--- src/rtl/clu_pkg.sv ---
// shared types and constants for the clamped logit unit
package clu_pkg;

    // mantissa width of the normalized log operand, Q1.31
    localparam int MANT_W = 32;
    // fraction bits of the log2 result and number of squaring cells
    localparam int FRAC_STEPS = 30;
    // log2 word: 5 integer bits over 30 fraction bits
    localparam int LOG_W = 35;
    // width of the padded compare path in the clamp stage
    localparam int CMP_W = 26;
    // ln(2) in Q0.28
    localparam logic [27:0] LN2_Q28 = 28'd186065280;

    // apb byte addresses of the two registers
    localparam logic [2:0] ADDR_CLAMP_ENABLE = 3'd0;
    localparam logic [2:0] ADDR_EPS_VALUE    = 3'd4;

    typedef enum logic [1:0] {
        ST_FINITE  = 2'd0,
        ST_NEG_INF = 2'd1,
        ST_POS_INF = 2'd2
    } status_t;

    // payload handed from cell to cell
    typedef struct packed {
        logic [MANT_W-1:0] m_a;
        logic [MANT_W-1:0] m_b;
        logic [LOG_W-1:0]  la;
        logic [LOG_W-1:0]  lb;
        status_t           status;
    } cell_data_t;

endpackage

--- src/rtl/clu_cell.sv ---
// one squaring cell: yields one fraction bit of log2 for both operands
module clu_cell
    import clu_pkg::*;
#(
    parameter int BIT_POS = 29
)
(
    input  logic       clk,
    input  logic       rst_n,
    input  logic       valid_in,
    input  cell_data_t data_in,
    output logic       ready_out,
    output logic       valid_out,
    output cell_data_t data_out,
    input  logic       ready_in
);

    logic       vld_reg;
    cell_data_t data_reg;
    cell_data_t data_next;

    // square each mantissa, renormalize and record the overflow bit
    always_comb
    begin
        logic [2*MANT_W-1:0] sq_a;
        logic [2*MANT_W-1:0] sq_b;
        logic [MANT_W:0]     t_a;
        logic [MANT_W:0]     t_b;
        sq_a      = {{MANT_W{1'b0}}, data_in.m_a} * {{MANT_W{1'b0}}, data_in.m_a};
        sq_b      = {{MANT_W{1'b0}}, data_in.m_b} * {{MANT_W{1'b0}}, data_in.m_b};
        t_a       = sq_a[2*MANT_W-1:MANT_W-1];
        t_b       = sq_b[2*MANT_W-1:MANT_W-1];
        data_next = data_in;
        if (t_a[MANT_W])
        begin
            data_next.m_a         = t_a[MANT_W:1];
            data_next.la[BIT_POS] = 1'b1;
        end
        else
        begin
            data_next.m_a = t_a[MANT_W-1:0];
        end
        if (t_b[MANT_W])
        begin
            data_next.m_b         = t_b[MANT_W:1];
            data_next.lb[BIT_POS] = 1'b1;
        end
        else
        begin
            data_next.m_b = t_b[MANT_W-1:0];
        end
    end

    assign ready_out = !vld_reg || ready_in;
    assign valid_out = vld_reg;
    assign data_out  = data_reg;

    always_ff @(posedge clk or negedge rst_n)
    begin
        if (!rst_n)
        begin
            vld_reg <= 1'b0;
        end
        else if (ready_out)
        begin
            vld_reg <= valid_in;
        end
    end

    always_ff @(posedge clk)
    begin
        if (ready_out && valid_in)
        begin
            data_reg <= data_next;
        end
    end

endmodule

--- config.mk ---
export PLATFORM = sky130hd
export DESIGN_NAME = clu_cell
export DESIGN_NICKNAME = d
export VERILOG_FILES = /design/src/rtl/clu_pkg.sv /design/src/rtl/clu_cell.sv
export SDC_FILE = /design/constraint.sdc
export NUM_CORES = 2
export LEC_CHECK = 0
export BUFFER_PORTS_ARGS = -buffer_cell sky130_fd_sc_hd__buf_2
export CAP_MARGIN = 20
export CORE_ASPECT_RATIO = 2
export CORE_MARGIN = 3
export CORE_UTILIZATION = 51
export CTS_BUF_LIST = sky130_fd_sc_hd__clkbuf_4 sky130_fd_sc_hd__clkbuf_8 sky130_fd_sc_hd__clkbuf_16
export DETAILED_ROUTE_END_ITERATION = 6
export PLACE_DENSITY = 0.68
export SETUP_SLACK_MARGIN = 0.5
export SYNTH_ARGS = -nofsm -noshare
export SYNTH_HDL_FRONTEND = slang
export SYNTH_SLANG_ARGS = --single-unit
--- constraint.sdc ---
create_clock -name clk -period 5.5 [get_ports clk]
set_clock_uncertainty 0.05 [all_clocks]
set_input_delay 0.55 -clock clk [delete_from_list [all_inputs] [get_ports clk]]
set_output_delay 0.55 -clock clk [all_outputs]
set_load 0.01 [all_outputs]
==> run metrics <==
met3 WL=15500 um; vias per cell=about 5.4; Site Rows=181; utilization after layout=65.1%; met2 wire length=119000 um; H-tree depth=4; Mapped Cells=6453; RSZ-0062 raised after global routing=yes; Die W=between 200 and 300 um; synth warn=0; final worst-path setup slack=-2.55 ns; port buffer count=277; min cycle time layout=8.05 ns; DIE AREA=approximately 130000 um^2; status=finished with violations; Worst Setup Start Kind=input pin; Initial Util=between 50% and 60%; Clock Tree Root=clkbuf_16; Hold Crit Class=input pin to register; # setup viols final=66; largest family of logic cells by synthesized area=adder cells; Max-slew headroom=40.7%; proportion of synthesized area in mux cells=0.926%; gp weighted congestion=between 1 and 1.5; M1 wire length=around 57000 um; first-pass GRT wire length=about 340000 um; simple-gate share of the synthesized area=10.4%; Synth async-reset ratio=0.730%; Inserted Clock Buffers=17; IO Count=278; final hold viol count=0; Hold Worst Slack=0.238 ns; drt pass-1 iters=7; CP max stage cell=fa_1; Synth Area in XOR/XNOR=2.24%; Clock Latency Late Sink=around 0.42 ns; crit path kind=input pin to register; crit-path max FO=6; Final HPWL DP=between 150000 and 200000 um; share of the synthesized area in the top cell type=50.4%; initial antenna violation count=10; CTS sink count=around 140; CP endpoint kind=register; Max Clk Rate=between 100 and 150 MHz; top cells by area, synth=fa_1, ha_1, inv_1, edfxtp_1, and2_1; DRT iter0 DRCs=about 2.4k; overall routing resource usage=36.5%; slowest stage delay, CP=0.59 ns; share of layout cells above drive strength 1=between 20% and 30%; Area Overhead vs Synth=26.2%; area share of fa/ha/maj cells after synthesis=62.3%; CP Data Arrival Time=8.17 ns; Slew Viols, Final=0; sequential share of the synthesized area=6.54%; failing checks=negative setup slack; Core Area=about 120000 um^2; Clock Tree Buf Depth=2; net count of the mapped netlist=8773; Die H=502 um; Crit path top cell by count=fa_1; CTS tree=yes; Yosys top cell by area=fa_1; number of flops mapped to enable cells by yosys=136; most numerous cell in the Yosys netlist=inv_1; vias=approximately 51k; Worst Tran Pin Value=0.890 ns; flops & latches, synth=between 100 and 150; highest routed layer=met5; nets=10.2k; DRT Wirelength=about 230000 um; Worst-path clk slew=0.07 ns; GR Overflow Total=0; Syn Area/Cell=between 9 and 10 um^2; worst path buffer plus inverter count=10; delay-heaviest family, CP=adder cells; count of cell types in the netlist=86; Critical Path RT=~5.6 ns; vias in the first global route=roughly 60k; largest net degree at the start of global routing=68; ANT nets after route=0; synthesized cell area=62800 um^2; predominant post-synthesis flop cell=edfxtp_1; Synth Area in Compound Gates=~4.4%; most frequent cells after synthesis=inv_1, fa_1, ha_1; wire length per cell=24.0 um; final routed DRC violation total=0; max_cap viols=0; Tcrit/Tclk final=146%
[through the flow]
stage	instances	TNS (ns)	setup WS, ns	instance area, um^2
6_report	9411	-162.88	-2.55	79300
5_1_grt	9404	-174.98	-2.73	79200
4_1_cts	9373	-158.53	-2.51	78100
3_5_place_dp	9288	-220.27	-3.46	75500
3_3_place_gp	9288	-214.60	-3.37	75500
2_1_floorplan	6453	-146.14	-2.44	64000
[logic make-up (layout without fill, tap and decap cells)]
logic type | after synthesis | count (layout)
and+or+nand+nor | 1322 | 1322
xor gates and xnor gates | 156 | 156
adders and majority gates | 2180 | 2180
muxes | 53 | 53
DFF | 137 | 137
buffers and inverters | 2191 | 3586
AOI/OAI and AO/OA | 414 | 414
other | 0 | 8
[sequential cells by signal, indices dropped and copies added (netlist names)]
name and cells:
valid_out 1, data_out 136
[path summary, 6_finish.rpt]
path | start | endpoint | slack, ns | cells past startpoint
max in group asynchronous | rst_n | valid_out | 4.93 | 2
max reg2reg | valid_out | data_out[48] | 3.48 | 3
min in group asynchronous | rst_n | valid_out | 0.39 | 2
min | data_in[15] | data_out[15] | 0.24 | 1
max | data_in[117] | data_out[128] | -2.55 | 31
min reg2reg | valid_out | valid_out | 0.50 | 2
[metal layers]
| metal | GRT usage (%) | vias to the layer above |
|---|---|---|
| met5 | 0 | - |
| met4 | 42.1 | 8 |
| met3 | 10.0 | 1461 |
| met2 | 66.5 | 2325 |
| met1 | 28.0 | 25794 |
| li1 | - | 21558 |
[worst reg2reg max path: cells and delay by family (launching register included)]
kind | cells | cell delay, ns
simple gates | 2 | 0.42
flops | 1 | 0.38
buf+inv | 1 | 0.73
[cell usage in the layout, fill, tap and decap left out, drive strengths merged, types with 41 or more instances in the layout]
cell / count
fa: 1582
nand2: 588
inv: 1958
a21oi: 135
edfxtp: 136
ha: 598
mux2: 41
nor2: 119
xor2: 88
a21o: 47
and2: 459
o21ai: 74
buf: 1587
xnor2: 68
[area by class of cell]
cell class / instances / area, um^2
Antenna cell: 8 / 20.0
Clock buffer: 19 / 440
Timing Repair Buffer: 1592 / 12800
Fill cell: 9792 / 42600
Sequential cell: 137 / 4110
Multi-Input combinational cell: 4125 / 52400
Inverter: 1962 / 7400
Clock inverter: 13 / 120
Tap cell: 1555 / 1950
[repair_timing]
action	CTS	global route
buffers inserted	46	27
hold buffers	1	0
cloned	6	3
pin swaps	215	172
setup endpoints to repair	66	66
hold endpoints to repair	1	0
resized for setup	404	229
Power is not shown: default switching activity piles up to over one toggle a cycle in this logic, so the estimate is an artifact.
