===== config.mk =====
export PLATFORM = sky130hd
export DESIGN_NAME = clu_back
export DESIGN_NICKNAME = d
export VERILOG_FILES = /design/src/rtl/clu_pkg.sv /design/src/rtl/clu_back.sv
export SDC_FILE = /design/constraint.sdc
export NUM_CORES = 1
export LEC_CHECK = 0
export ABC_AREA = 1
export BUFFER_PORTS_ARGS = -buffer_cell sky130_fd_sc_hd__buf_4
export CAP_MARGIN = 20
export CELL_PAD_IN_SITES_DETAIL_PLACEMENT = 1
export CELL_PAD_IN_SITES_GLOBAL_PLACEMENT = 1
export CORE_MARGIN = 2
export CORE_UTILIZATION = 43
export DETAILED_ROUTE_END_ITERATION = 10
export PLACE_DENSITY = 0.76
export SLEW_MARGIN = 10
export SYNTH_ARGS = -nofsm -noshare
export SYNTH_HDL_FRONTEND = slang
export SYNTH_SLANG_ARGS = --single-unit

===== constraint.sdc =====
create_clock -name clk -period 5.5 [get_ports clk]
set_clock_uncertainty 0.2 [all_clocks]
set_input_delay 0.55 -clock clk [delete_from_list [all_inputs] [get_ports clk]]
set_output_delay 0.55 -clock clk [all_outputs]
set_load 0.1 [all_outputs]

===== src/rtl/clu_pkg.sv =====
// shared types and constants for the clamped logit unit
package clu_pkg;

    // mantissa width of the normalized log operand, Q1.31
    localparam int MANT_W = 32;
    // fraction bits of the log2 result and number of squaring cells
    localparam int FRAC_STEPS = 30;
    // log2 word: 5 integer bits over 30 fraction bits
    localparam int LOG_W = 35;
    // width of the padded compare path in the clamp stage
    localparam int CMP_W = 26;
    // ln(2) in Q0.28
    localparam logic [27:0] LN2_Q28 = 28'd186065280;

    // apb byte addresses of the two registers
    localparam logic [2:0] ADDR_CLAMP_ENABLE = 3'd0;
    localparam logic [2:0] ADDR_EPS_VALUE    = 3'd4;

    typedef enum logic [1:0] {
        ST_FINITE  = 2'd0,
        ST_NEG_INF = 2'd1,
        ST_POS_INF = 2'd2
    } status_t;

    // payload handed from cell to cell
    typedef struct packed {
        logic [MANT_W-1:0] m_a;
        logic [MANT_W-1:0] m_b;
        logic [LOG_W-1:0]  la;
        logic [LOG_W-1:0]  lb;
        status_t           status;
    } cell_data_t;

endpackage


===== src/rtl/clu_back.sv =====
// log difference, scaling by ln2, rounding, saturation and output register
module clu_back
    import clu_pkg::*;
#(
    parameter int OUT_FRAC_BITS = 11
)
(
    input  logic        clk,
    input  logic        rst_n,
    input  logic        valid_in,
    input  cell_data_t  data_in,
    output logic        ready_out,
    output logic        out_valid,
    output logic [15:0] logit_value,
    output logic [1:0]  status,
    input  logic        out_stall
);

    localparam int SH     = 58 - OUT_FRAC_BITS;
    localparam int RW     = 64 - SH;
    localparam int LO_W   = 18;
    localparam int HI_W   = LOG_W - LO_W;
    localparam logic [63:0] HALF = 64'd1 << (SH - 1);

    logic                 d_vld_reg;
    logic                 d_neg_reg;
    logic [LOG_W-1:0]     d_mag_reg;
    status_t              d_sta_reg;
    logic                 m_vld_reg;
    logic                 m_neg_reg;
    logic [LO_W+27:0]     m_plo_reg;
    logic [HI_W+27:0]     m_phi_reg;
    status_t              m_sta_reg;
    logic                 r_vld_reg;
    logic                 r_neg_reg;
    logic [RW-1:0]        r_val_reg;
    status_t              r_sta_reg;
    logic                 o_vld_reg;
    logic [15:0]          o_val_reg;
    status_t              o_sta_reg;
    logic [15:0]          o_val_next;
    logic [63:0]          sum;
    logic                 d_ready;
    logic                 m_ready;
    logic                 r_ready;
    logic                 o_ready;

    assign o_ready   = !o_vld_reg || !out_stall;
    assign r_ready   = !r_vld_reg || o_ready;
    assign m_ready   = !m_vld_reg || r_ready;
    assign d_ready   = !d_vld_reg || m_ready;
    assign ready_out = d_ready;

    // rounded magnitude, half away from zero
    assign sum = (64'(m_phi_reg) << LO_W) + 64'(m_plo_reg) + HALF;

    // saturation and special values
    always_comb
    begin
        logic [31:0] r32;
        r32 = 32'(r_val_reg);
        case (r_sta_reg)
            ST_NEG_INF: o_val_next = 16'h8000;
            ST_POS_INF: o_val_next = 16'h7FFF;
            default:
            begin
                if (r_neg_reg)
                begin
                    o_val_next = (r32 > 32'd32768) ? 16'h8000 : (16'd0 - r32[15:0]);
                end
                else
                begin
                    o_val_next = (r32 > 32'd32767) ? 16'h7FFF : r32[15:0];
                end
            end
        endcase
    end

    always_ff @(posedge clk or negedge rst_n)
    begin
        if (!rst_n)
        begin
            d_vld_reg <= 1'b0;
            m_vld_reg <= 1'b0;
            r_vld_reg <= 1'b0;
            o_vld_reg <= 1'b0;
        end
        else
        begin
            if (d_ready)
            begin
                d_vld_reg <= valid_in;
            end
            if (m_ready)
            begin
                m_vld_reg <= d_vld_reg;
            end
            if (r_ready)
            begin
                r_vld_reg <= m_vld_reg;
            end
            if (o_ready)
            begin
                o_vld_reg <= r_vld_reg;
            end
        end
    end

    // difference, split products, round and shift, output
    always_ff @(posedge clk)
    begin
        if (d_ready && valid_in)
        begin
            d_neg_reg <= data_in.la < data_in.lb;
            d_mag_reg <= (data_in.la < data_in.lb) ? (data_in.lb - data_in.la)
                                                   : (data_in.la - data_in.lb);
            d_sta_reg <= data_in.status;
        end
        if (m_ready && d_vld_reg)
        begin
            m_neg_reg <= d_neg_reg;
            m_plo_reg <= (LO_W+28)'(d_mag_reg[LO_W-1:0]) * (LO_W+28)'(LN2_Q28);
            m_phi_reg <= (HI_W+28)'(d_mag_reg[LOG_W-1:LO_W]) * (HI_W+28)'(LN2_Q28);
            m_sta_reg <= d_sta_reg;
        end
        if (r_ready && m_vld_reg)
        begin
            r_neg_reg <= m_neg_reg;
            r_val_reg <= sum[63:SH];
            r_sta_reg <= m_sta_reg;
        end
        if (o_ready && r_vld_reg)
        begin
            o_val_reg <= o_val_next;
            o_sta_reg <= r_sta_reg;
        end
    end

    assign out_valid   = o_vld_reg;
    assign logit_value = o_val_reg;
    assign status      = o_sta_reg;

endmodule


==> flow_metrics.py <==
metrics = {
    "timing": {
        "fmax_mhz": 185.2,
        "setup_viol": 0,
        "tns_ns": 0,
        "hold_viol": 0,
        "worstMarginPinSlew_ns": 0.9517,
        "rsz0062_at_grt": "yes",
        "period_share_pct": 98.20,
        "relSlewSlack_pct": 36.40,
        "drv_slew": 0,
        "worst_slack_ns": 0.09911,
        "min_period_ns": 5.401,
    },
    "clock_network": {
        "clock_latency_ns": 0.48,
        "clk_pin_slew_worst_paths_ns": 0.07,
        "numCtsBuffers": 17,
        "ctsLongestPathBuffers": 2,
        "cts_max_level": 4,
        "cts_tree": "yes",
        "root_buffer": "clkbuf_16",
        "clkSinkCount": 142,
    },
    "global_routing": {
        "antenna_found_initial": 1,
        "grt-ovfl-total": 0,
        "grt_max_degree": 39,
        "grt_pass1_vias": 24000,
        "grt_util_met2_pct": 46.21,
        "grt_usage_pct": 25.63,
        "grt_pass1_wl_um": 121300,
        "use_met1_pct": 31.53,
        "busiest_layer": "met2",
        "grt_use_met3_pct": 3.106,
    },
    "synth": {
        "synth_area_leaders": "ha_1 22%, edfxtp_1 17%, fa_1 17%",
        "synth_area_um2": 24680,
        "syn_nets": 4045,
        "netlist.area_leader.share_pct": 21.55,
        "ys.flop_type": "edfxtp_1",
        "synth_seq_cells": 142,
        "netlist-cell-type-count": 50,
        "syn_avg_cell_area_um2": 7.535,
        "syn_inst": 3275,
        "seq_area_frac_synth_pct": 17.20,
        "synth-async-reset-ratio_pct": 2.817,
        "ys_warn_count": 0,
        "synth_area_leader_cell": "ha_1",
        "synth_edf_count": 138,
    },
    "floorplan": {
        "fp-row-count": 87,
        "pin_count": 160,
        "initial_core_util_pct": 43.59,
        "die_h_um": 243.6,
        "core_area_um2": 56600,
        "die_w_um": 243.6,
        "dieArea_um2": 59320,
    },
    "detailed_routing": {
        "vias_per_cell": 5.141,
        "drc": 0,
        "drt_iter0_markers": 773,
        "vias": 21950,
        "antenna_left": 0,
        "wl_per_cell_um": 17.76,
        "drt_first_pass_iters": 5,
        "routed_wl_um": 75850,
    },
    "critical_path": {
        "worstPathMaxFanout": 5,
        "crit_arrival_ns": 5.41,
        "crit_required_ns": 5.51,
        "worst-setup-path-type": "flip-flop to flip-flop",
        "endpoint_kind": "flip-flop",
        "r2r_slack_ns": 0.1,
        "critPathLaunchType": "flip-flop",
    },
    "worst_hold_path": {
        "min_path_type": "primary input to flip-flop",
    },
    "outcome": {
        "status": "completed",
    },
    "final_layout": {
        "drive_gt1_share_pct": 11.70,
        "largest_register_ffs": 38,
        "syn2layout_area_growth_pct": 14.44,
        "antennaDiodeCount": 0,
        "layout.nets": 4271,
    },
    "place": {
        "hpwl_um": 66080,
        "place_congestion": 0.9371,
        "port_buffers": 95,
        "place_ws_ns": -0.1117,
    },
    "job": {
        "maxCapViolations": 0,
    },
}
[placed cells by master, fill, tap and decap left out, types with 24 or more instances in the layout]
master and count:
ha_1 403, fa_1 201, nand2_1 814, nor2_1 215, o21ai_0 93, o21ai_1 24
edfxtp_1 138, nor2_2 24, inv_1 711, buf_4 233, a21oi_1 165, nor3_1 33
nand3_1 123, xor2_1 78
[stage by stage]
stage	instance area [µm²]	util (%)	hold slack, ns	cells
after global routing	28240	49.89	0.03203	4270
after global placement	26930	47.58	0.1457	4202
final	28240	49.89	0.05495	4270
after detailed placement	26930	47.58	0.1505	4202
after CTS	27610	48.78	0.02256	4240
after floorplan	24680	-	0.05441	3275
[cell usage after synthesis, types with 5 or more instances]
cell / count
o21bai_1: 22
o21ai_1: 13
fa_1: 205
nand3_1: 127
a21oi_1: 186
nand4_1: 19
inv_2: 9
nor2_1: 233
nor3_1: 40
nor4_1: 5
xor2_1: 78
o21ai_0: 106
ha_1: 425
nor2_2: 9
buf_4: 16
edfxtp_1: 138
inv_1: 714
a21o_1: 14
nand3b_1: 6
a21boi_0: 5
o21a_1: 6
nand2_2: 9
xnor2_1: 9
nand2_1: 827
[area by class of cell]
class,instances,area [µm²]
clock buffers,17,425.4
clock inverters,15,167.7
fillers,7101,28360
inverters,724,2723
multi-input cells,2381,17960
flip-flops and latches,142,4244
well taps,756,945.9
repair buffers,235,1770
[cell families after synthesis]
logic type	Yosys count	share of synthesized area, %
simple gates	1300	21.65
buf+inv	752	11.85
fa+ha+maj	630	38.18
compound gates	364	8.032
flops	142	17.20
xor+xnor	87	3.088
[final timing paths]
kind                               start            end  cells after the start
max                        d_mag_reg[27]  m_phi_reg[37]                     17
min                           data_in[0]   d_sta_reg[0]                      1
max reg2reg                d_mag_reg[27]  m_phi_reg[37]                     17
min reg2reg                 m_sta_reg[1]   r_sta_reg[1]                      0
max in group asynchronous          rst_n      m_vld_reg                      2
min in group asynchronous          rst_n      out_valid                      2
[layer usage]
layer  part of all wire (%)  routed length, µm
met1                     44              33070
met2                     50              37660
met3                    3.3               2484
met4                    3.5               2635
met5                      0                  0
[critical path, stage by stage, from the launching register on]
cell and delay, ns:
edfxtp_1 0.55, buf_4 0.21, fa_1 0.39, ha_1 0.23, fa_1 0.56, fa_1 0.44, fa_1 0.54, inv_1 0.06
fa_1 0.53, inv_1 0.04, ha_1 0.32, buf_4 0.16, nand2_1 0.13, o21ai_1 0.14, a21oi_1 0.25, o21a_1 0.15
nand2_1 0.08, xor2_1 0.17
[repair_timing]
item                                    4_1_cts  5_1_grt
pin swaps                                     0       28
gates cloned                                  0        0
resized for setup                            11      108
buffers inserted                              5       30
hold endpoints to repair                      4        0
endpoints found under the setup margin       18       36
hold buffers                                  1        0
Power is left out: the tool's default activity adds up to more than one toggle a clock period on the data nets, which glitch-free logic cannot reach.
