$ cat src/rtl/clu_pkg.sv
// shared types and constants for the clamped logit unit
package clu_pkg;

    // mantissa width of the normalized log operand, Q1.31
    localparam int MANT_W = 32;
    // fraction bits of the log2 result and number of squaring cells
    localparam int FRAC_STEPS = 30;
    // log2 word: 5 integer bits over 30 fraction bits
    localparam int LOG_W = 35;
    // width of the padded compare path in the clamp stage
    localparam int CMP_W = 26;
    // ln(2) in Q0.28
    localparam logic [27:0] LN2_Q28 = 28'd186065280;

    // apb byte addresses of the two registers
    localparam logic [2:0] ADDR_CLAMP_ENABLE = 3'd0;
    localparam logic [2:0] ADDR_EPS_VALUE    = 3'd4;

    typedef enum logic [1:0] {
        ST_FINITE  = 2'd0,
        ST_NEG_INF = 2'd1,
        ST_POS_INF = 2'd2
    } status_t;

    // payload handed from cell to cell
    typedef struct packed {
        logic [MANT_W-1:0] m_a;
        logic [MANT_W-1:0] m_b;
        logic [LOG_W-1:0]  la;
        logic [LOG_W-1:0]  lb;
        status_t           status;
    } cell_data_t;

endpackage

$ cat src/rtl/clu_front.sv
// clamp, special value detect and log operand normalization
module clu_front
    import clu_pkg::*;
#(
    parameter int IN_FRAC_BITS = 16
)
(
    input  logic                  clk,
    input  logic                  rst_n,
    input  logic                  clamp_enable,
    input  logic [15:0]           eps_value,
    input  logic                  valid_in,
    input  logic [IN_FRAC_BITS:0] prob_in,
    output logic                  ready_out,
    output logic                  valid_out,
    output cell_data_t            data_out,
    input  logic                  ready_in
);

    localparam logic [CMP_W-1:0] ONE_IN = CMP_W'(1) << IN_FRAC_BITS;

    logic                  a_vld_reg;
    logic [IN_FRAC_BITS:0] x_reg;
    status_t               sta_reg;
    logic [IN_FRAC_BITS:0] x_next;
    status_t               sta_next;
    logic                  b_vld_reg;
    cell_data_t            data_reg;
    cell_data_t            data_next;
    logic                  a_ready;
    logic                  b_ready;

    // position of the leading one, zero for a zero operand
    function automatic logic [4:0] lead_one(input logic [IN_FRAC_BITS:0] v);
        logic [4:0] e;
        e = 5'd0;
        for (int i = 0; i <= IN_FRAC_BITS; i++) begin
            if (v[i])
            begin
                e = 5'(i);
            end
        end
        return e;
    endfunction

    // input saturation and eps clamp
    always_comb
    begin
        logic [CMP_W-1:0] xs;
        logic [CMP_W-1:0] eps_w;
        logic [CMP_W-1:0] hi;
        xs    = CMP_W'(prob_in);
        eps_w = CMP_W'(eps_value);
        if (xs > ONE_IN)
        begin
            xs = ONE_IN;
        end
        hi = (eps_w > ONE_IN) ? '0 : (ONE_IN - eps_w);
        if (clamp_enable)
        begin
            if (xs < eps_w)
            begin
                xs = eps_w;
            end
            else if (xs > hi)
            begin
                xs = hi;
            end
        end
        x_next = xs[IN_FRAC_BITS:0];
        if (xs == '0)
        begin
            sta_next = ST_NEG_INF;
        end
        else if (xs >= ONE_IN)
        begin
            sta_next = ST_POS_INF;
        end
        else
        begin
            sta_next = ST_FINITE;
        end
    end

    // normalize x and 1-x to Q1.31 mantissas with integer log parts
    always_comb
    begin
        logic [IN_FRAC_BITS:0] va;
        logic [IN_FRAC_BITS:0] vb;
        logic [4:0]            ea;
        logic [4:0]            eb;
        va = x_reg;
        vb = ONE_IN[IN_FRAC_BITS:0] - x_reg;
        ea = lead_one(va);
        eb = lead_one(vb);
        data_next.m_a    = MANT_W'(va) << (5'd31 - ea);
        data_next.m_b    = MANT_W'(vb) << (5'd31 - eb);
        data_next.la     = LOG_W'(ea) << FRAC_STEPS;
        data_next.lb     = LOG_W'(eb) << FRAC_STEPS;
        data_next.status = sta_reg;
    end

    assign b_ready   = !b_vld_reg || ready_in;
    assign a_ready   = !a_vld_reg || b_ready;
    assign ready_out = a_ready;
    assign valid_out = b_vld_reg;
    assign data_out  = data_reg;

    // stage valid flags
    always_ff @(posedge clk or negedge rst_n)
    begin
        if (!rst_n)
        begin
            a_vld_reg <= 1'b0;
            b_vld_reg <= 1'b0;
        end
        else
        begin
            if (a_ready)
            begin
                a_vld_reg <= valid_in;
            end
            if (b_ready)
            begin
                b_vld_reg <= a_vld_reg;
            end
        end
    end

    // stage payloads
    always_ff @(posedge clk)
    begin
        if (a_ready && valid_in)
        begin
            x_reg   <= x_next;
            sta_reg <= sta_next;
        end
        if (b_ready && a_vld_reg)
        begin
            data_reg <= data_next;
        end
    end

endmodule

$ cat config.mk
export PLATFORM = sky130hd
export DESIGN_NAME = clu_front
export DESIGN_NICKNAME = d
export VERILOG_FILES = /design/src/rtl/clu_pkg.sv /design/src/rtl/clu_front.sv
export SDC_FILE = /design/constraint.sdc
export NUM_CORES = 1
export LEC_CHECK = 0
export ABC_CLOCK_PERIOD_IN_PS = 5000
export BUFFER_PORTS_ARGS = -buffer_cell sky130_fd_sc_hd__buf_2
export CAP_MARGIN = 10
export CORE_ASPECT_RATIO = 1.25
export CORE_MARGIN = 4
export CORE_UTILIZATION = 55
export CTS_CLUSTER_DIAMETER = 120
export CTS_CLUSTER_SIZE = 30
export DETAILED_ROUTE_END_ITERATION = 10
export GPL_TIMING_DRIVEN = 0
export PLACE_DENSITY_LB_ADDON = 0.05
export SLEW_MARGIN = 40
export SYNTH_ARGS = -nofsm -noshare
export SYNTH_HDL_FRONTEND = slang
export SYNTH_SLANG_ARGS = --single-unit
export TNS_END_PERCENT = 20
$ cat constraint.sdc
create_clock -name clk -period 5 [get_ports clk]
set_clock_uncertainty 0.2 [all_clocks]
set_input_delay 0.5 -clock clk [delete_from_list [all_inputs] [get_ports clk]]
set_output_delay 0.5 -clock clk [all_outputs]
set_load 0.05 [all_outputs]
==> results of run 1 <==
==> what timing repair did <==
item | 4_1_cts | 5_1_grt
endpoints found under the hold margin | 2 | 0
setup endpoints to repair | 15 | 7
pin swaps | 2 | 5
resized for setup | 12 | 22
hold buffers | 1 | 0
buffers inserted | 2 | 8
==> power by group through the flow <==
stage	clock [mW]	sequential (mW)	combinational, mW
2_1_floorplan	0	1.26	0.624
3_5_place_dp	0	1.04	1.07
6_report	0.668	1.02	1.11
4_1_cts	0.674	1.03	1.08
5_1_grt	0.711	1.03	1.18
3_3_place_gp	0	1.04	1.05
==> cell families (layout without fill, tap and decap cells) <==
family | count (synthesis) | in the layout | synth area share, %
buf+inv | 132 | 274 | 10.6
fa+ha+maj | 33 | 33 | 5.51
simple gates | 233 | 233 | 17.2
mux | 47 | 47 | 6.86
other cells | 1 | 90 | 0.0502
flops | 97 | 97 | 38.8
compound gates | 172 | 172 | 16.6
xor+xnor | 35 | 35 | 4.39
==> metal layers <==
metal  vias up  GRT usage [%]
li1       3138              -
met5         -              0
met3        89           4.15
met4         0           13.4
met1      3111           28.2
met2       402           49.5
==> through the flow <==
stage               instance area (um^2)  TNS, ps  hold WS (ps)  util [%]
floorplan                           7830        0          4.41         -
global placement                    8620    -7040          84.2      64.8
detailed placement                  8640    -7990          87.5      65.0
CTS                                 9020    -80.0           149      67.9
global route                        9150    -3.36           162      68.8
finish                              9150        0           152      68.8
==> area by class of cell <==
class	instances	area (um^2)	share of cell area [%]
Multi-Input combinational cell	610	4260	46.6
Buffer	99	673	7.36
Inverter	32	125	1.37
Clock buffer	9	225	2.46
Sequential cell	97	2900	31.7
Tap cell	171	214	2.34
Timing Repair Buffer	127	681	7.44
Clock inverter	7	65.1	0.711
==> critical path, stage by stage <==
cell	delay, ps
buf_2	140
or3_4	420
nor3b_4	300
nand2_2	130
nor3_4	270
and3_4	250
nand3_2	140
ha_4	310
nand2_1	130
nor4_4	370
o221a_2	300
o21ai_2	90
and3_1	370
a221o_1	450
or4_4	530
nor3_1	180
==> worst paths after layout <==
kind	start	to	slack [ps]	cells past startpoint
max	eps_value[4]	sta_reg[0]	100	16
min	valid_in	a_vld_reg	150	2
max reg2reg	x_reg[0]	data_out[99]	110	16
min reg2reg	sta_reg[1]	data_out[1]	250	0
max in group asynchronous	rst_n	valid_out	4260	2
min in group asynchronous	rst_n	a_vld_reg	250	2
==> placed cells by master, fill, tap and decap left out, types with 14 or more instances in the layout <==
cell | netlist | layout
nand2_1 | 49 | 47
clkbuf_1 | 26 | 22
nor3_1 | 31 | 28
xnor2_1 | 27 | 27
nand3_1 | 18 | 17
conb_1 | 1 | 90
buf_4 | 61 | 72
a21oi_1 | 34 | 33
buf_2 | 4 | 119
edfxtp_1 | 95 | 95
and2_1 | 15 | 14
inv_1 | 30 | 30
o21ai_0 | 30 | 28
ha_1 | 32 | 30
nor2_1 | 39 | 38
mux2i_1 | 36 | 36
==> impl_results.md, run 1 <==
- Yosys warnings: 0
- HP Class: input pin to flip-flop
- Largest net degree at the start of global routing: 50
- Post-Syn Instances: 750
- Slew HR: 44.3%
- Fillers: 1093
- Area leader, netlist: edfxtp_1
- Nature of the critical path endpoint: flip-flop
- Clock tree buffer depth: 2
- Leakage: ~4 nW
- Initial antenna violation count: 0
- Crit Path Class: input pin to flip-flop
- Pre-CTS WS: -1260 ps
- Nets: approximately 1000
- Switching Fraction: 39.8%
- Crit start category: input pin
- DR vias/cell: 5.85
- Combinational Power Share: 39.7%
- CORE AREA: around 13000 um^2
- Synth Area per Inst: between 9 and 10 um^2
- Post-synthesis sequential area ratio: between 30% and 40%
- FMAX: 204 MHz
- # IOs: between 150 and 200
- Max layer used: met4
- Count of final max-slew check failures: 0
- DR WL/cell: around 18 um
- Netlist cell types: 84
- DR iter-0 viols: 403
- Clk pwr share: between 20% and 30%
- Pwr/cell area: 307 nW/um^2
- H-tree depth: 3
- Number of flops mapped to enable cells by yosys: 95
- Max-cap viol count: 0
- First-pass GRT wire length: 33.5 mm
- Tot Pwr: ~2.8 mW
- Die area: 15500 um^2
- Max reg flops: 76
- CTS tree: built
- Clock slew at reported path FFs: 70 ps
- ANT cells: 0
- Total Wirelength: 20.9 mm
- Commonest cells post-synth: edfxtp_1, buf_4, nand2_1, nor2_1, mux2i_1
- Minimum clock period after layout: 4900 ps
- Grt ovf: 0
- Met3 Wirelength: ~1.5 mm
- Layout cells sized above 1: 27.9%
- DRC: 0
- Post-DP HPWL: approximately 16 mm
- Root Buffer: clkbuf_16
- Number of global-route vias before repair: between 6000 and 7000
- WL met1: 7.12 mm
- Placer Congestion: roughly 1
- Die W: roughly 110 um
- Synth top area cells: edfxtp_1, buf_4, ha_1
- Top cell type's share of synthesized area: 38.2%
- Worst-Margin Slew: about 840 ps
- Finished Layout Cells: 1152
- First drt pass iteration count: 5
- PnR worst setup slack: about 100 ps
- CP max FO: 10
- Sink Count: 97
- Placed instance count: 1126
- Period utilisation layout: 97.9%
- Num rows: 47
- Fin. Hold Viols: 0
- Outcome: finished clean
- Psw: 1.12 mW
- Crit path required time: 4990 ps
- Worst skew pair latency: 350 ps
- Die Span Y: 138 um
- Seq pwr share: 36.5%
- Num CTS Buffers: 9
- I/O Buffers: 115
- Starting density of the core: 56.3%
- Peak VDD IR: 0.194 mV
- ANT nets after route: 0
- Via Count: 6740
- Seq cells post-synth: 97
- Internal: around 1.7 mW
- WP data arrival: 4890 ps
- DR WL met2: 11.2 mm
- Primary FF master, synth: edfxtp_1
- Overall Global Routing Usage: about a quarter
- Area Overhead vs Synth: 22.4%
- Final setup fails: 0
- Mapped Area: about 7500 um^2
- Most frequent cell after synthesis: edfxtp_1
- Async S/R FF share, synth: 2.06%
Power figures use the tool's default switching activity.
==> inputs of run 2 (changes only) <==
- CORE_MARGIN: 4 -> 1
- REMOVE_ABC_BUFFERS: unset -> 1
==> run 2 against run 1 <==
Net effect: total power fell by 2.6%; highest routed layer unchanged; design area fell by 6.7%; global-route usage rose by 0.24 points; critical path type unchanged.
==> impl_results.md, run 2 (same netlist as run 1, synthesis figures left out) <==
- Placer Congestion: 0.975 (-2.0%)
- Initial antenna violation count: 0 (unchanged)
- Reg2Reg Setup Slack: 290 ps (+180 ps)
- Peak VDD IR: 0.185 mV (-5.1%)
- Die W: 106 um (-5.3%)
- Die Span Y: 132 um (-4.3%)
- Internal: 1.64 mW (-2.9%)
- Minimum clock period after layout: 4880 ps (-18.0 ps)
- H-tree depth: 3 (unchanged)
- First-pass GRT wire length: 29.5 mm (-12%)
- ANT nets after route: 0 (unchanged)
- Crit start category: input pin
- Overall Global Routing Usage: 26.7% (+0.24 points)
- Sink Count: 97 (unchanged)
- Max reg flops: 76 (unchanged)
- WHS: 145 ps (-7.66 ps)
- Crit Path Class: input pin to flip-flop
- Num CTS Buffers: 9 (unchanged)
- Max-cap viol count: 0 (unchanged)
- Period utilisation layout: 97.6% (-0.36 points)
- Setup crit start: eps_value[4]
- HP Class: input pin to flip-flop
- Clk pwr share: 24.3% (+0.5 points)
- Clock tree buffer depth: 2 (unchanged)
- Num rows: 47 (unchanged)
- Placed instance count: 1028 (-8.7%)
- Worst-Margin Slew: 755 ps (-80.4 ps)
- Crit path required time: 4990 ps (about the same)
- Clock slew at reported path FFs: 70 ps (about the same)
- Switching Fraction: 40.0% (+0.18 points)
- Outcome: finished clean
- Tot Pwr: 2.73 mW (-2.6%)
- # IOs: 176 (unchanged)
- Final setup fails: 0 (unchanged)
- Fin. Hold Viols: 0 (unchanged)
- Pwr/cell area: 320 nW/um^2 (+4.4%)
- CTS tree: built
- Slew HR: 49.2% (+4.9 points)
- Largest net degree at the start of global routing: 47 (-6.0%)
- Hold path cells: 2 (unchanged)
- Nature of the critical path endpoint: flip-flop
- Most frequent cells in the layout: buf_2, edfxtp_1, conb_1, nand2_1, nor2_1
- Via Count: 6324 (-6.2%)
- FMAX: 205 MHz (+0.37%)
- Area Overhead vs Synth: 14.2%
- DR vias/cell: 5.99 (+2.5%)
- CORE AREA: 13200 um^2 (-0.44%)
- Die area: 14100 um^2 (-9.4%)
- Grt ovf: 0 (unchanged)
- Root Buffer: clkbuf_16
- I/O Buffers: 115 (unchanged)
- Total Wirelength: 19.1 mm (-8.4%)
- Nets: 949 (-9.3%)
- Worst R2R End: data_out[99]
- First drt pass iteration count: 7 (+2)
- Seq pwr share: 39.0% (+2.5 points)
- CP max FO: 11 (+1)
- WP data arrival: 4870 ps (-20 ps)
- DRC: 0 (unchanged)
- Number of global-route vias before repair: 5918 (-11%)
- Final core area utilization: 64.5% (-4.3 points)
- ANT cells: 0 (unchanged)
- Finished Layout Cells: 1055 (-8.4%)
- Starting density of the core: 56.5% (+0.25 points)
- Count of final max-slew check failures: 0 (unchanged)
- Combinational Power Share: 36.7% (-3.0 points)
- Worst skew pair latency: 350 ps (about the same)
- Fillers: 1085 (-0.73%)
- FF-to-FF Start: x_reg[0]
- DR WL/cell: 18.1 um (about the same)
- Post-DP HPWL: 14.4 mm (-12%)
- Leakage: 3.60 nW (-10%)
- Worst hold start: valid_in
- DR iter-0 viols: 419 (+4.0%)
- Layout cells sized above 1: 23.4% (-4.5 points)
- Commonest non-fill, non-tap cell in the layout: buf_2
- WHS Endpoint: a_vld_reg
- R2R cell count: 12 (-4)
- Psw: 1.09 mW (-2.2%)
[run 2: cell count changes in the layout (fill, tap and decap cells not counted), moves of 3 or more]
cell,delta
buf_4,-63
clkbuf_1,-22
buf_2,-4
buf_6,-4
a21oi_1,-3
[run 2: how the worst max path moves through the flow]
stage / endpoint / slack [ps] / cells after the start
after global placement: sta_reg[0] / -2280 / 18
after floorplan: sta_reg[0] / -420 / 17
after CTS: sta_reg[0] / 10 / 17
after global routing: sta_reg[0] / -30 / 14
final: sta_reg[0] / 120 / 18
after detailed placement: sta_reg[0] / -2340 / 18
[run 2: timing repair]
| action | in CTS | in global routing |
|---|---|---|
| buffers inserted | 4 | 6 |
| hold buffers | 1 | 0 |
| gates resized for setup | 20 | 8 |
| endpoints found under the setup margin | 30 | 2 |
| pin swaps | 5 | 5 |
| hold endpoints to repair | 2 | 0 |
[run 2: layout make-up]
cell class / instances / area (um^2) / area share, %
multi-input combinational: 610 / 4300 / 50.3
sequential: 97 / 2900 / 34.0
timing repair buffer: 129 / 711 / 8.32
clock buffer: 9 / 225 / 2.64
tap: 171 / 214 / 2.51
inverter: 32 / 120 / 1.41
clock inverter: 7 / 66.3 / 0.777
[run 2: critical path: stages]
cell and delay, ps:
buf_2 140, or3_4 430, nor3b_4 300, nand2_2 130
nor3_4 170, and3_4 240, nand3_1 140, ha_1 330
nand2_1 140, nor4_4 400, nor4b_4 340, nor2_1 120
o21ai_2 110, buf_6 190, o21ai_0 80, a221o_1 390
or4_4 550, nor3_2 180
[run 2: metrics by stage]
step / setup slack [ps] / area (um^2) / setup TNS [ps]
floorplan: -418 / 7140 / -418
global placement: -2280 / 7930 / -26900
detailed placement: -2340 / 8010 / -25840
CTS: 11.0 / 8440 / 0
global route: -33.6 / 8540 / -33.6
finish: 122 / 8540 / 0
[run 2: power by group through the flow]
stage	sequential, mW	combinational [mW]	clock [mW]
CTS	1.07	0.977	0.674
global placement	1.09	0.934	0
floorplan	1.29	0.531	0
finish	1.06	1.00	0.664
global route	1.07	1.06	0.702
detailed placement	1.08	0.961	0
[run 2: metal layers]
layer / vias up / share of wire, % / global-route usage, %
li1: 2940 / - / -
met1: 2960 / 36 / 29.4
met2: 359 / 53 / 48.5
met3: 65 / 7.1 / 4.20
met4: 0 / 3.3 / 14.1
met5: - / 0 / 0
==> inputs of run 3 (changes only) <==
- CORE_ASPECT_RATIO: 1.25 -> 0.75
==> run 3 against run 2 <==
Net effect: sequential power is essentially flat; register-to-register slack lost 60 ps; clock-buffer cell count is the same; fmax grew 0.86%; critical endpoint unchanged; non-clock buffer count grew 5; highest routed layer unchanged; utilization grew 0.95 points; die area is essentially flat; critical path type unchanged; worst hold slack lost 7.2 ps; worst setup slack gained 41 ps; largest cell class unchanged.
==> impl_results.md, run 3 (same netlist as run 1, synthesis figures left out) <==
- CTS tree: built
- Nature of the critical path endpoint: flip-flop
- DR WL/cell: 17.8 um (-1.8%)
- DR vias/cell: 6.03 (+0.68%)
- Clock tree buffer depth: 2 (unchanged)
- Seq pwr share: 38.7% (-0.3 points)
- Sequential cell area: 2900 um^2 (unchanged)
- Slew HR: 46.9% (-2.3 points)
- Root Buffer: clkbuf_16
- Combinational Power Share: 36.6% (about the same)
- Post-DP HPWL: 14.0 mm (-3.2%)
- Switching Fraction: 39.1% (-0.88 points)
- Tot Pwr: 2.76 mW (+1.0%)
- Pwr/cell area: 322 nW/um^2 (+0.51%)
- Clock slew at reported path FFs: 70 ps (about the same)
- Max reg flops: 76 (unchanged)
- Layout cells sized above 1: 23.6% (+0.21 points)
- # IOs: 176 (unchanged)
- Leakage: 3.63 nW (+0.75%)
- Num rows: 36 (-23%)
- Max-cap viol count: 0 (unchanged)
- CP max FO: 8 (-3)
- H-tree depth: 3 (unchanged)
- ANT cells: 0 (unchanged)
- Final setup fails: 0 (unchanged)
- Die Span Y: 103 um (-22%)
- Placer Congestion: 0.941 (-3.5%)
- Area Overhead vs Synth: 14.8%
- Overall Global Routing Usage: 26.5% (-0.15 points)
- WP data arrival: 4740 ps (-130 ps)
- Psw: 1.08 mW (-1.2%)
- Most frequent cells in the layout: buf_2, edfxtp_1, conb_1, nand2_1, nor2_1
- First-pass GRT wire length: 28.7 mm (-2.9%)
- CORE AREA: 13100 um^2 (-0.94%)
- Crit start category: input pin
- ANT nets after route: 0 (unchanged)
- FMAX: 207 MHz (+0.86%)
- Number of global-route vias before repair: 5530 (-6.6%)
- Sink Count: 97 (unchanged)
- Outcome: finished clean
- Num CTS Buffers: 9 (unchanged)
- Worst-Margin Slew: 797 ps (+41.5 ps)
- Commonest non-fill, non-tap cell in the layout: buf_2
- First drt pass iteration count: 5 (-2)
- DR iter-0 viols: 696 (+66%)
- Initial antenna violation count: 0 (unchanged)
- Placed instance count: 1027 (-0.097%)
- Fillers: 1074 (-1.0%)
- Period utilisation layout: 96.7% (-0.83 points)
- Crit Path Class: input pin to flip-flop
- Total Wirelength: 18.8 mm (-1.4%)
- Starting density of the core: 57.0% (+0.53 points)
- Die W: 137 um (+29%)
- Nets: 954 (+0.53%)
- Finished Layout Cells: 1060 (+0.47%)
- Minimum clock period after layout: 4840 ps (-41.5 ps)
- Worst skew pair latency: 350 ps (about the same)
- Largest net degree at the start of global routing: 49 (+4.3%)
- RSZ-0062 raised after global routing: true
- Count of final max-slew check failures: 0 (unchanged)
- Clk pwr share: 24.8% (+0.5 points)
- HP Class: input pin to flip-flop
- Internal: 1.68 mW (+2.5%)
- Via Count: 6397 (+1.2%)
- DRC: 0 (unchanged)
- Grt ovf: 0 (unchanged)
- Fin. Hold Viols: 0 (unchanged)
- Die area: 14100 um^2 (about the same)
- Crit path required time: 4900 ps (-90 ps)
- Peak VDD IR: 0.196 mV (+6.3%)
- Footprint of the multi-input gates: 4320 um^2 (+0.41%)
- I/O Buffers: 115 (unchanged)
run 3: cell type report:
type,count,share of cell area (%)
Multi-Input combinational cell,610,50.3
Sequential cell,97,33.8
Timing Repair Buffer,134,8.59
Clock buffer,9,2.62
Tap cell,171,2.49
Inverter,32,1.40
Clock inverter,7,0.787
run 3: critical path, stage by stage:
cell and delay (ps):
buf_2 160, or3_4 430, nor3b_4 270, nand2_2 120
nor3_4 250, and3_4 250, nand3_2 120, ha_4 310
nand2_2 90, nor4_4 370, buf_4 180, o221ai_1 170
a21boi_1 490, nand2_2 250, or3_1 370, o211ai_1 160
or4_1 210, nor3_2 50
run 3: routing by layer:
layer,vias to the layer above,part of all wire [%],wire length [um],GRT usage [%]
met4,0,1.0,193,8.38
met5,-,0,0,0
met1,3023,42,7940,35.8
li1,2952,-,-,-
met2,404,47,8810,43.3
met3,18,10,1880,4.82
run 3: power by group through the flow:
stage          Clock, mW  Sequential (mW)  Combinational (mW)
5_1_grt            0.722             1.08                1.07
3_5_place_dp           0             1.08               0.961
4_1_cts            0.695             1.07               0.976
3_3_place_gp           0             1.09               0.936
2_1_floorplan          0             1.29               0.531
6_report           0.683             1.07                1.01
run 3: repair_timing:
item	in CTS	in global routing
pin swaps	4	5
gates resized for setup	18	10
endpoints found under the hold margin	2	0
setup endpoints to repair	28	2
buffers inserted	4	12
hold buffers	1	0
run 3: final timing paths:
kind,from,to,slack [ps],cells past startpoint
hold reg to reg,sta_reg[0],data_out[0],250,0
setup / recovery,eps_value[4],sta_reg[0],160,18
hold / removal,valid_in,a_vld_reg,140,2
setup reg to reg,x_reg[0],data_out[99],230,12
min in group asynchronous,rst_n,a_vld_reg,250,2
max in group asynchronous,rst_n,valid_out,4230,2
run 3: per-stage QoR:
stage | TNS [ps] | util, % | setup slack, ps | area, um^2 | hold slack [ps]
finish | 0 | 65.5 | 164 | 8580 | 137
global route | -4.61 | 65.5 | -4.61 | 8580 | 151
CTS | 0 | 64.2 | 7.00 | 8420 | 139
detailed placement | -23120 | 61.0 | -2210 | 7990 | 87.7
global placement | -27580 | 60.5 | -2350 | 7930 | 84.1
floorplan | -418 | - | -418 | 7140 | 4.41
